===== config.mk =====
export PLATFORM = sky130hd
export DESIGN_NAME = rpks_ctrl
export DESIGN_NICKNAME = d
export VERILOG_FILES = /design/src/hw/rtl/rpks_pkg.sv /design/src/hw/rtl/rpks_ctrl.sv
export SDC_FILE = /design/constraint.sdc
export NUM_CORES = 1
export LEC_CHECK = 0
export ABC_AREA = 1
export BUFFER_PORTS_ARGS = -buffer_cell sky130_fd_sc_hd__buf_2
export CAP_MARGIN = 25
export CORE_AREA = 2 2 56 79
export DETAILED_ROUTE_END_ITERATION = 12
export DIE_AREA = 0 0 58 81
export PLACE_DENSITY = 0.52
export SLEW_MARGIN = 0
export SYNTH_ARGS = -nofsm -noshare
export SYNTH_HDL_FRONTEND = slang
export SYNTH_SLANG_ARGS = --single-unit

===== constraint.sdc =====
create_clock -name clk -period 3.7 [get_ports clk]
set_clock_uncertainty 0.15 [all_clocks]
set_input_delay 0.37 -clock clk [delete_from_list [all_inputs] [get_ports clk]]
set_output_delay 0.37 -clock clk [all_outputs]
set_load 0.005 [all_outputs]

===== src/hw/rtl/rpks_pkg.sv =====
// ----------------------------------------------------------------------------
// rpks_pkg: shared types and constants for the polar k-strongest block
// Default sizes, CORDIC constants and the command/status words between the
// controller and the datapath.
// ----------------------------------------------------------------------------
package rpks_pkg;

  // default sizes
  localparam int MAX_KEEP_DEF   = 64;
  localparam int AZIMUTHS_DEF   = 400;
  localparam int RANGE_BINS_DEF = 4096;

  // widest azimuth count and range bin count, plus one bit for compares
  localparam int AZ_CW = 13;

  // CORDIC: 16 rotations in Q2.30, angles in 1/2^24 turn
  localparam int                 CORDIC_STEPS = 16;
  localparam int                 CORDIC_IW    = 4;
  localparam logic signed [33:0] CORDIC_GAIN  = 34'sd652032874;

  // top list entry: {intensity, y, x}
  localparam int ENTRY_W = 40;

  // configuration register indexes
  localparam logic [2:0] CFG_THRESH = 3'd0;
  localparam logic [2:0] CFG_KEEP   = 3'd1;
  localparam logic [2:0] CFG_FIRST  = 3'd2;
  localparam logic [2:0] CFG_STEP   = 3'd3;
  localparam logic [2:0] CFG_LIMIT  = 3'd4;

  // arctangent of 2^-s, in 1/2^24 turn
  function automatic logic signed [25:0] atan_turn(input logic [CORDIC_IW-1:0] s);
    logic signed [25:0] a;
    case (s)
      4'd0:    a = 26'sd2097152;
      4'd1:    a = 26'sd1238021;
      4'd2:    a = 26'sd654136;
      4'd3:    a = 26'sd332050;
      4'd4:    a = 26'sd166669;
      4'd5:    a = 26'sd83416;
      4'd6:    a = 26'sd41718;
      4'd7:    a = 26'sd20860;
      4'd8:    a = 26'sd10430;
      4'd9:    a = 26'sd5215;
      4'd10:   a = 26'sd2608;
      4'd11:   a = 26'sd1304;
      4'd12:   a = 26'sd652;
      4'd13:   a = 26'sd326;
      4'd14:   a = 26'sd163;
      default: a = 26'sd81;
    endcase
    return a;
  endfunction

  // controller to datapath
  typedef struct packed {
    logic                 load;
    logic                 div_step;
    logic                 cord_init;
    logic                 cord_step;
    logic [CORDIC_IW-1:0] cord_idx;
    logic                 mul1;
    logic                 mul2;
    logic                 rnd;
    logic                 ins_start;
    logic                 rd_last;
    logic                 rd_prev;
    logic                 wr_new;
    logic                 wr_shift;
    logic                 emit_init;
    logic                 emit_rd;
    logic                 emit_ld;
    logic                 clear;
  } cmd_t;

  // datapath to controller
  typedef struct packed {
    logic pass;
    logic xy_ok;
    logic full;
    logic k_zero;
    logic stays;
    logic emit_done;
    logic out_busy;
    logic col_end;
  } sts_t;

endpackage


===== src/hw/rtl/rpks_ctrl.sv =====
// ----------------------------------------------------------------------------
// rpks_ctrl: sequencer for the polar k-strongest block
// Steps one pixel through filter, phase divide, CORDIC, scaling, list
// insertion and, at column end, the emit sweep.
// ----------------------------------------------------------------------------
module rpks_ctrl (
  input  logic           clk,
  input  logic           rst_n,
  input  logic           in_tvalid,
  output logic           in_tready,
  input  rpks_pkg::sts_t sts,
  output rpks_pkg::cmd_t cmd
);

  typedef enum logic [16:0] {
    S_IDLE     = 17'h00001,
    S_FILT     = 17'h00002,
    S_DIV      = 17'h00004,
    S_CINIT    = 17'h00008,
    S_CORD     = 17'h00010,
    S_MUL1     = 17'h00020,
    S_MUL2     = 17'h00040,
    S_RND      = 17'h00080,
    S_CHK      = 17'h00100,
    S_INS0     = 17'h00200,
    S_FULL_CMP = 17'h00400,
    S_INS_RD   = 17'h00800,
    S_INS_CMP  = 17'h01000,
    S_TAIL     = 17'h02000,
    S_EMIT_RD  = 17'h04000,
    S_EMIT_LD  = 17'h08000,
    S_SPARE    = 17'h10000
  } state_t;

  state_t     state_r, state_nxt;
  logic [4:0] cnt_r, cnt_nxt;

  always_ff @(posedge clk) begin
    if (!rst_n) begin
      state_r <= S_IDLE;
      cnt_r   <= '0;
    end else begin
      state_r <= state_nxt;
      cnt_r   <= cnt_nxt;
    end
  end

  assign in_tready = (state_r == S_IDLE);

  // next state and commands
  always_comb begin
    state_nxt    = state_r;
    cnt_nxt      = cnt_r;
    cmd          = '0;
    cmd.cord_idx = cnt_r[rpks_pkg::CORDIC_IW-1:0];
    case (state_r)
      S_IDLE: begin
        if (in_tvalid) begin
          cmd.load  = 1'b1;
          state_nxt = S_FILT;
        end
      end
      S_FILT: begin
        cnt_nxt   = '0;
        state_nxt = sts.pass ? S_DIV : S_TAIL;
      end
      // azimuth phase: three pipelined reciprocal multiply steps
      S_DIV: begin
        cmd.div_step = 1'b1;
        cnt_nxt      = cnt_r + 5'd1;
        if (cnt_r == 5'd2) begin
          state_nxt = S_CINIT;
        end
      end
      S_CINIT: begin
        cmd.cord_init = 1'b1;
        cnt_nxt       = '0;
        state_nxt     = S_CORD;
      end
      S_CORD: begin
        cmd.cord_step = 1'b1;
        cnt_nxt       = cnt_r + 5'd1;
        if (cnt_r == 5'(rpks_pkg::CORDIC_STEPS - 1)) begin
          state_nxt = S_MUL1;
        end
      end
      S_MUL1: begin
        cmd.mul1  = 1'b1;
        state_nxt = S_MUL2;
      end
      S_MUL2: begin
        cmd.mul2  = 1'b1;
        state_nxt = S_RND;
      end
      S_RND: begin
        cmd.rnd   = 1'b1;
        state_nxt = S_CHK;
      end
      S_CHK: begin
        state_nxt = sts.xy_ok ? S_INS0 : S_TAIL;
      end
      // full list: check the last entry first
      S_INS0: begin
        if (sts.full) begin
          cmd.rd_last = 1'b1;
          state_nxt   = S_FULL_CMP;
        end else begin
          cmd.ins_start = 1'b1;
          state_nxt     = S_INS_RD;
        end
      end
      S_FULL_CMP: begin
        if (sts.stays) begin
          state_nxt = S_TAIL;
        end else begin
          cmd.ins_start = 1'b1;
          state_nxt     = S_INS_RD;
        end
      end
      // walk the hole upward from the tail
      S_INS_RD: begin
        if (sts.k_zero) begin
          cmd.wr_new = 1'b1;
          state_nxt  = S_TAIL;
        end else begin
          cmd.rd_prev = 1'b1;
          state_nxt   = S_INS_CMP;
        end
      end
      S_INS_CMP: begin
        if (sts.stays) begin
          cmd.wr_new = 1'b1;
          state_nxt  = S_TAIL;
        end else begin
          cmd.wr_shift = 1'b1;
          state_nxt    = S_INS_RD;
        end
      end
      S_TAIL: begin
        if (sts.col_end) begin
          cmd.emit_init = 1'b1;
          state_nxt     = S_EMIT_RD;
        end else begin
          state_nxt = S_IDLE;
        end
      end
      S_EMIT_RD: begin
        if (sts.emit_done) begin
          cmd.clear = 1'b1;
          state_nxt = S_IDLE;
        end else if (!sts.out_busy) begin
          cmd.emit_rd = 1'b1;
          state_nxt   = S_EMIT_LD;
        end
      end
      S_EMIT_LD: begin
        cmd.emit_ld = 1'b1;
        state_nxt   = S_EMIT_RD;
      end
      default: begin
        state_nxt = S_IDLE;
      end
    endcase
  end

endmodule


==> impl_table.tex, run 1 <==
\begin{tabular}{lr}
\hline
Metric & Value \\
\hline
\multicolumn{2}{l}{\textbf{Status}} \\
Result of the run & completed \\
\multicolumn{2}{l}{\textbf{Clock tree}} \\
Clk sinks & 21 \\
Clk pin slew, worst setup/hold paths & 0.08 ns \\
Post-CTS Hold Fix Bufs & 0 \\
Clock tree from TritonCTS & built \\
Root buffer cell & sky130\_fd\_sc\_hd\_\_clkbuf\_8 \\
Post-CTS resize count & 0 \\
Clock tree buffer depth & 2 \\
CTS Buf Count & 3 \\
Setup bufs post-CTS & 0 \\
Clock latency on the worst-skew pair & 0.26 ns \\
CTS HTree Levels & 1 \\
\multicolumn{2}{l}{\textbf{Final layout}} \\
Sequential cell area & 420 um\^{}2 \\
Number of fill cells in the layout & 471 \\
Diode insertion count for antenna repair & 0 \\
Area overhead of the layout relative to synthesis & 14.7\% \\
Share of layout cells above drive strength 1 & 23.2\% \\
Total number of nets in the final design & 261 \\
Area taken by multi-input logic gates & 749 um\^{}2 \\
\multicolumn{2}{l}{\textbf{Place}} \\
Final weighted congestion in routability-driven placement & 0.787 \\
Number of buffers added on ports & 31 \\
Detailed placer's ending HPWL & 2700 um \\
\multicolumn{2}{l}{\textbf{Logic synthesis}} \\
Number of synthesized register bits & 21 \\
Library cell with the highest instance count after synthesis & sky130\_fd\_sc\_hd\_\_nor2\_1 \\
Most common library cells after synthesis & sky130\_fd\_sc\_hd\_\_nor2\_1, sky130\_fd\_sc\_hd\_\_nand2\_1, sky130\_fd\_sc\_hd\_\_inv\_1 \\
Area of the mapped netlist & 1360 um\^{}2 \\
Yosys warning total & 0 \\
Average cell area after synthesis & 6.24 um\^{}2 \\
Area leader, netlist & sky130\_fd\_sc\_hd\_\_dfxtp\_1 \\
Cells after Synth & 218 \\
Async set-or-reset flop fraction in the synthesized netlist & 0\% \\
Sequential share of the synthesized area & 30.9\% \\
Cell types occupying the most area after synthesis & sky130\_fd\_sc\_hd\_\_dfxtp\_1, sky130\_fd\_sc\_hd\_\_nor2\_1, sky130\_fd\_sc\_hd\_\_nand2\_1 \\
Syn nets & 232 \\
Commonest register cell after synthesis & sky130\_fd\_sc\_hd\_\_dfxtp\_1 \\
Number of distinct library cells after synthesis & 26 \\
Number of enable-type register cells in the synthesized netlist & 0 \\
Area share of the leading cell type in the synthesized netlist & 30.9\% \\
\multicolumn{2}{l}{\textbf{Worst setup path}} \\
Chain of cells forming the critical path & nor2\_2 -> nand2\_2 -> nor2\_2 -> nand2\_1 -> o21ai\_2 -> buf\_2 \\
Worst path most repeated cell & sky130\_fd\_sc\_hd\_\_nor2\_2 \\
Crit path largest cell delay & 0.33 ns \\
Required arrival time at the worst endpoint & 3.18 ns \\
Crit path max fanout & 12 \\
Worst Setup Path Type & reg2out \\
Crit path launch type & register \\
Crit end category & output pin \\
Library cell contributing the largest single delay on the critical path & sky130\_fd\_sc\_hd\_\_dfxtp\_1 \\
R2R setup slack & 1.83 ns \\
Crit path arrival time & 1.72 ns \\
\multicolumn{2}{l}{\textbf{Timing}} \\
Final setup TNS & 0 ns \\
RSZ-0062 raised after global routing & false \\
Number of slew-limit violations in the final report & 0 \\
Worst max-slew margin expressed relative to the limit & 64.1\% \\
Tcrit/Tclk final & 60.6\% \\
Final critical delay including setup and external delays & 2.24 ns \\
Maximum frequency from static timing analysis & 0.446 GHz \\
Tightest Pin Transition & 0.538 ns \\
Final count of hold timing violations & 0 \\
Final count of negative-setup-slack endpoints & 0 \\
\multicolumn{2}{l}{\textbf{GRT}} \\
Wire length of the first global-routing pass & 5430 um \\
Antenna violations before repair & 0 \\
Congestion Overflow GR & 0 \\
Total global-route track usage & 15.0\% \\
Largest net degree at the start of global routing & 17 \\
Vias in the first global route & 1297 \\
\multicolumn{2}{l}{\textbf{Route}} \\
Average vias per placed instance & 4.57 \\
Detail-routed net length per standard cell & 11.1 um \\
Vias after detailed routing & 1330 \\
Remaining design rule violation count & 0 \\
Number of search-and-repair iterations in the first detailed-routing pass & 4 \\
Wire length after detailed routing & 3230 um \\
Number of nets with antenna violations after routing & 0 \\
Number of DRC markers after the initial detailed-route iteration & 19 \\
\multicolumn{2}{l}{\textbf{Floorplan}} \\
Number of placed I/O pins & 32 \\
Core box area & 4060 um\^{}2 \\
Die X-Extent & 58 um \\
Overall die height & 81 um \\
Core Rows & 28 \\
Total die area & 4700 um\^{}2 \\
Starting Density & 33.5\% \\
\multicolumn{2}{l}{\textbf{Run}} \\
Max-cap violations & 0 \\
\multicolumn{2}{l}{\textbf{Pwr}} \\
Total power after layout & 0.490 mW \\
Ratio of total power to cell area & 314 nW/um\^{}2 \\
Leak pwr & 0.832 nW \\
Worst IR drop on VDD & 0.000180 V \\
\multicolumn{2}{l}{\textbf{Min path}} \\
Kind of path behind the tightest hold check & in2reg \\
\hline
\end{tabular}
[kinds of logic (layout without fill, tap and decap cells)]
logic type | after synthesis | after routing | share of synthesized area, %
AOI/OAI and AO/OA | 19 | 19 | 8.73
buffers and inverters | 43 | 71 | 14.1
and+or+nand+nor | 132 | 132 | 43.6
adders and majority gates | 3 | 3 | 2.76
DFF | 21 | 21 | 30.9
[sequential cells by signal (all words and copies together), names as in the netlist]
register,flops
state_r,16
cnt_r,5
[critical path, delay by kind of cell, from the launching register on]
family / cells / cell delay (ns)
compound gates: 1 / 0.18
flops: 1 / 0.33
simple gates: 4 / 0.81
buf+inv: 1 / 0.14
[layout by cell type, fill, tap and decap left out, types with 2 or more instances in the layout]
cell type                  count
sky130_fd_sc_hd__inv_2         2
sky130_fd_sc_hd__dfxtp_1      21
sky130_fd_sc_hd__nand3_1      12
sky130_fd_sc_hd__buf_2        31
sky130_fd_sc_hd__o21ai_2       3
sky130_fd_sc_hd__nor2_1       46
sky130_fd_sc_hd__a21oi_1       7
sky130_fd_sc_hd__nor2_2       10
sky130_fd_sc_hd__o21ai_0       5
sky130_fd_sc_hd__nor3_1        7
sky130_fd_sc_hd__ha_1          3
sky130_fd_sc_hd__o21ai_1       2
sky130_fd_sc_hd__or2_0         2
sky130_fd_sc_hd__inv_1        34
sky130_fd_sc_hd__nand2_1      42
sky130_fd_sc_hd__clkbuf_8      3
sky130_fd_sc_hd__nand2_2       5
sky130_fd_sc_hd__nand4_1       3
[metrics by stage]
step,hold WS (ns),instance area (um^2),setup slack (ns),utilization (%),instances
after floorplan,0.299,1360,2.10,-,218
after global placement,0.335,1520,1.71,37.3,287
after detailed placement,0.336,1520,1.72,37.3,287
after CTS,0.149,1560,1.43,38.4,291
after global routing,0.159,1560,1.30,38.4,291
final,0.159,1560,1.46,38.4,291
[final cells by class]
class / count / area share [%]
well taps: 45 / 3.61
clock buffers: 4 / 2.88
repair buffers: 31 / 9.94
flip-flops and latches: 21 / 26.9
inverters: 36 / 8.65
multi-input cells: 154 / 48.0
[per-layer routing]
metal	track usage, %	up-vias	share of wire [%]
met1	15.3	582	42
met3	2.55	4	3.8
met5	0	-	0
met2	28.9	19	52
li1	-	725	-
met4	6.98	0	1.8
[report_power, final]
group	total (mW)	switching [mW]	internal (mW)
sequential	0.238	0.00543	0.232
clock	0.157	0.0802	0.0769
combinational	0.0955	0.0638	0.0317
total	0.490	0.149	0.341
[final timing paths]
| check | startpoint | end | cells past startpoint |
|---|---|---|---|
| max | state_r[2] | cmd[8] | 6 |
| min | sts[4] | state_r[12] | 2 |
| max reg2reg | state_r[8] | state_r[3] | 9 |
| min reg2reg | cnt_r[3] | cnt_r[3] | 2 |
Power figures use the tool's default switching activity.
==> inputs of run 2 (changes only) <==
- clock period: 3.7 -> 2.3 ns (I/O delays scaled with it)
==> run 2 against run 1 <==
Net effect:
- worst setup slack worse by 1.2 ns
- power is 61% higher
- combinational power is 68% higher
- cell count stayed put
- register-to-register slack worse by 1.4 ns
- sequential share of layout area is 0.086 points lower
- via count is 4.1% higher
- clock power is 58% higher
- final area is 0.32% higher
- critical path type unchanged
- critical path depth stayed put
- core utilization is 0.12 points higher
==> impl_table.tex, run 2 (synthesized netlist as in run 1, its figures left out) <==
\begin{tabular}{lr}
\hline
Metric & Value \\
\hline
\multicolumn{2}{l}{\textbf{Status}} \\
Result of the run & completed \\
\multicolumn{2}{l}{\textbf{Route}} \\
Number of search-and-repair iterations in the first detailed-routing pass & 4 \\
Number of DRC markers after the initial detailed-route iteration & 38 \\
Vias after detailed routing & 1384 \\
Detail-routed net length per standard cell & 11.4 um \\
Number of nets with antenna violations after routing & 0 \\
Average vias per placed instance & 4.76 \\
Wire length after detailed routing & 3310 um \\
Remaining design rule violation count & 0 \\
\multicolumn{2}{l}{\textbf{Worst setup path}} \\
Crit path arrival time & 1.62 ns \\
Worst Setup Path Type & reg2out \\
Crit path max fanout & 12 \\
Crit path launch type & register \\
Required arrival time at the worst endpoint & 1.92 ns \\
Crit end category & output pin \\
\multicolumn{2}{l}{\textbf{Final layout}} \\
Most frequent standard cell in the layout excluding fill and tap cells & sky130\_fd\_sc\_hd\_\_nor2\_1 \\
Final standard cell utilization of the core & 38.5\% \\
Area overhead of the layout relative to synthesis & 15.1\% \\
Design area & 1570 um\^{}2 \\
Most used cells in the layout excluding fill and tap cells & sky130\_fd\_sc\_hd\_\_nor2\_1, sky130\_fd\_sc\_hd\_\_nand2\_1, sky130\_fd\_sc\_hd\_\_inv\_1 \\
Largest regs & state\_r: 16 flops, cnt\_r: 5 flops \\
Share of layout cells above drive strength 1 & 23.2\% \\
Number of fill cells in the layout & 448 \\
Total number of nets in the final design & 261 \\
Biggest register & state\_r \\
Number of flip-flops in the largest register & 16 \\
Diode insertion count for antenna repair & 0 \\
\multicolumn{2}{l}{\textbf{GRT}} \\
Total global-route track usage & 15.3\% \\
Met3 layer usage reported by global route & 2.23\% \\
Vias in the first global route & 1266 \\
Global routing usage on met2 & 28.1\% \\
Congestion Overflow GR & 0 \\
Antenna violations before repair & 0 \\
Met1 usage in global routing & 16.3\% \\
Grt peak-use layer & met2 \\
Largest net degree at the start of global routing & 17 \\
Wire length of the first global-routing pass & 5490 um \\
\multicolumn{2}{l}{\textbf{Place}} \\
Detailed placer's ending HPWL & 2670 um \\
Total placed instance area & 1520 um\^{}2 \\
Final weighted congestion in routability-driven placement & 0.750 \\
Number of buffers added on ports & 31 \\
\multicolumn{2}{l}{\textbf{Timing}} \\
Final count of negative-setup-slack endpoints & 0 \\
Maximum frequency from static timing analysis & 0.499 GHz \\
Final critical delay including setup and external delays & 2.00 ns \\
Final count of hold timing violations & 0 \\
Tcrit/Tclk final & 87.2\% \\
Final setup TNS & 0 ns \\
Final hold slack & 0.00973 ns \\
Number of slew-limit violations in the final report & 0 \\
RSZ-0062 raised after global routing & false \\
Tightest Pin Transition & 0.568 ns \\
Worst max-slew margin expressed relative to the limit & 62.1\% \\
\multicolumn{2}{l}{\textbf{Floorplan}} \\
Core Rows & 28 \\
Core box area & 4060 um\^{}2 \\
Overall die height & 81 um \\
Number of placed I/O pins & 32 \\
Total die area & 4700 um\^{}2 \\
Die X-Extent & 58 um \\
Starting Density & 33.5\% \\
\multicolumn{2}{l}{\textbf{Pwr}} \\
Total power after layout & 0.790 mW \\
Worst IR drop on VDD & 0.000267 V \\
Leak pwr & 0.833 nW \\
Ratio of total power to cell area & 504 nW/um\^{}2 \\
\multicolumn{2}{l}{\textbf{Clock tree}} \\
CTS Buf Count & 3 \\
CTS HTree Levels & 1 \\
Clk pin slew, worst setup/hold paths & 0.08 ns \\
Post-CTS Hold Fix Bufs & 0 \\
Clock tree from TritonCTS & built \\
Post-CTS resize count & 0 \\
Clock latency on the worst-skew pair & 0.26 ns \\
Clock tree buffer depth & 2 \\
Root buffer cell & sky130\_fd\_sc\_hd\_\_clkbuf\_8 \\
Setup bufs post-CTS & 0 \\
Clk sinks & 21 \\
\multicolumn{2}{l}{\textbf{Min path}} \\
Kind of path behind the tightest hold check & in2reg \\
\multicolumn{2}{l}{\textbf{Run}} \\
Max-cap violations & 0 \\
\hline
\end{tabular}
run 2: cell counts in the layout (fill, tap and decap cells not counted):
Identical to the previous run, type by type.
run 2: metrics by stage:
stage,worst slack (ns),instances
4_1_cts,0.128,291
5_1_grt,0.122,291
2_1_floorplan,0.779,218
6_report,0.295,291
3_3_place_gp,0.260,287
3_5_place_dp,0.300,287
run 2: metal layers:
metal	up-vias	share of wire (%)	wire, um
li1	725	-	-
met1	614	41	1370
met2	35	51	1680
met3	10	4.6	151
met4	0	3.4	112
met5	-	0	0
run 2: final timing paths:
check	from	endpoint	slack (ns)	cells after the start
setup reg to reg	state_r[4]	state_r[1]	0.45	10
setup / recovery	state_r[4]	cmd[8]	0.30	6
hold reg to reg	cnt_r[4]	cnt_r[4]	0.35	2
hold / removal	sts[4]	state_r[12]	0.01	2
run 2: critical path, cell delays in order (launching register included):
cell	delay (ns)
sky130_fd_sc_hd__dfxtp_1	0.33
sky130_fd_sc_hd__nor2_2	0.16
sky130_fd_sc_hd__nand2_2	0.13
sky130_fd_sc_hd__nor2_4	0.26
sky130_fd_sc_hd__nand2_1	0.18
sky130_fd_sc_hd__o21ai_2	0.17
sky130_fd_sc_hd__buf_2	0.13
run 2: final cells by class:
cell class	count	area, um^2	area share [%]
tap	45	56.3	3.59
sequential	21	420	26.8
inverter	36	135	8.63
multi-input combinational	154	754	48.2
clock buffer	4	45.0	2.88
timing repair buffer	31	155	9.90
run 2: power by group:
| group | switching (mW) | total (mW) | internal, mW |
|---|---|---|---|
| Sequential | 0.00761 | 0.381 | 0.373 |
| Combinational | 0.108 | 0.160 | 0.0522 |
| Clock | 0.125 | 0.248 | 0.124 |
| Total | 0.241 | 0.790 | 0.549 |
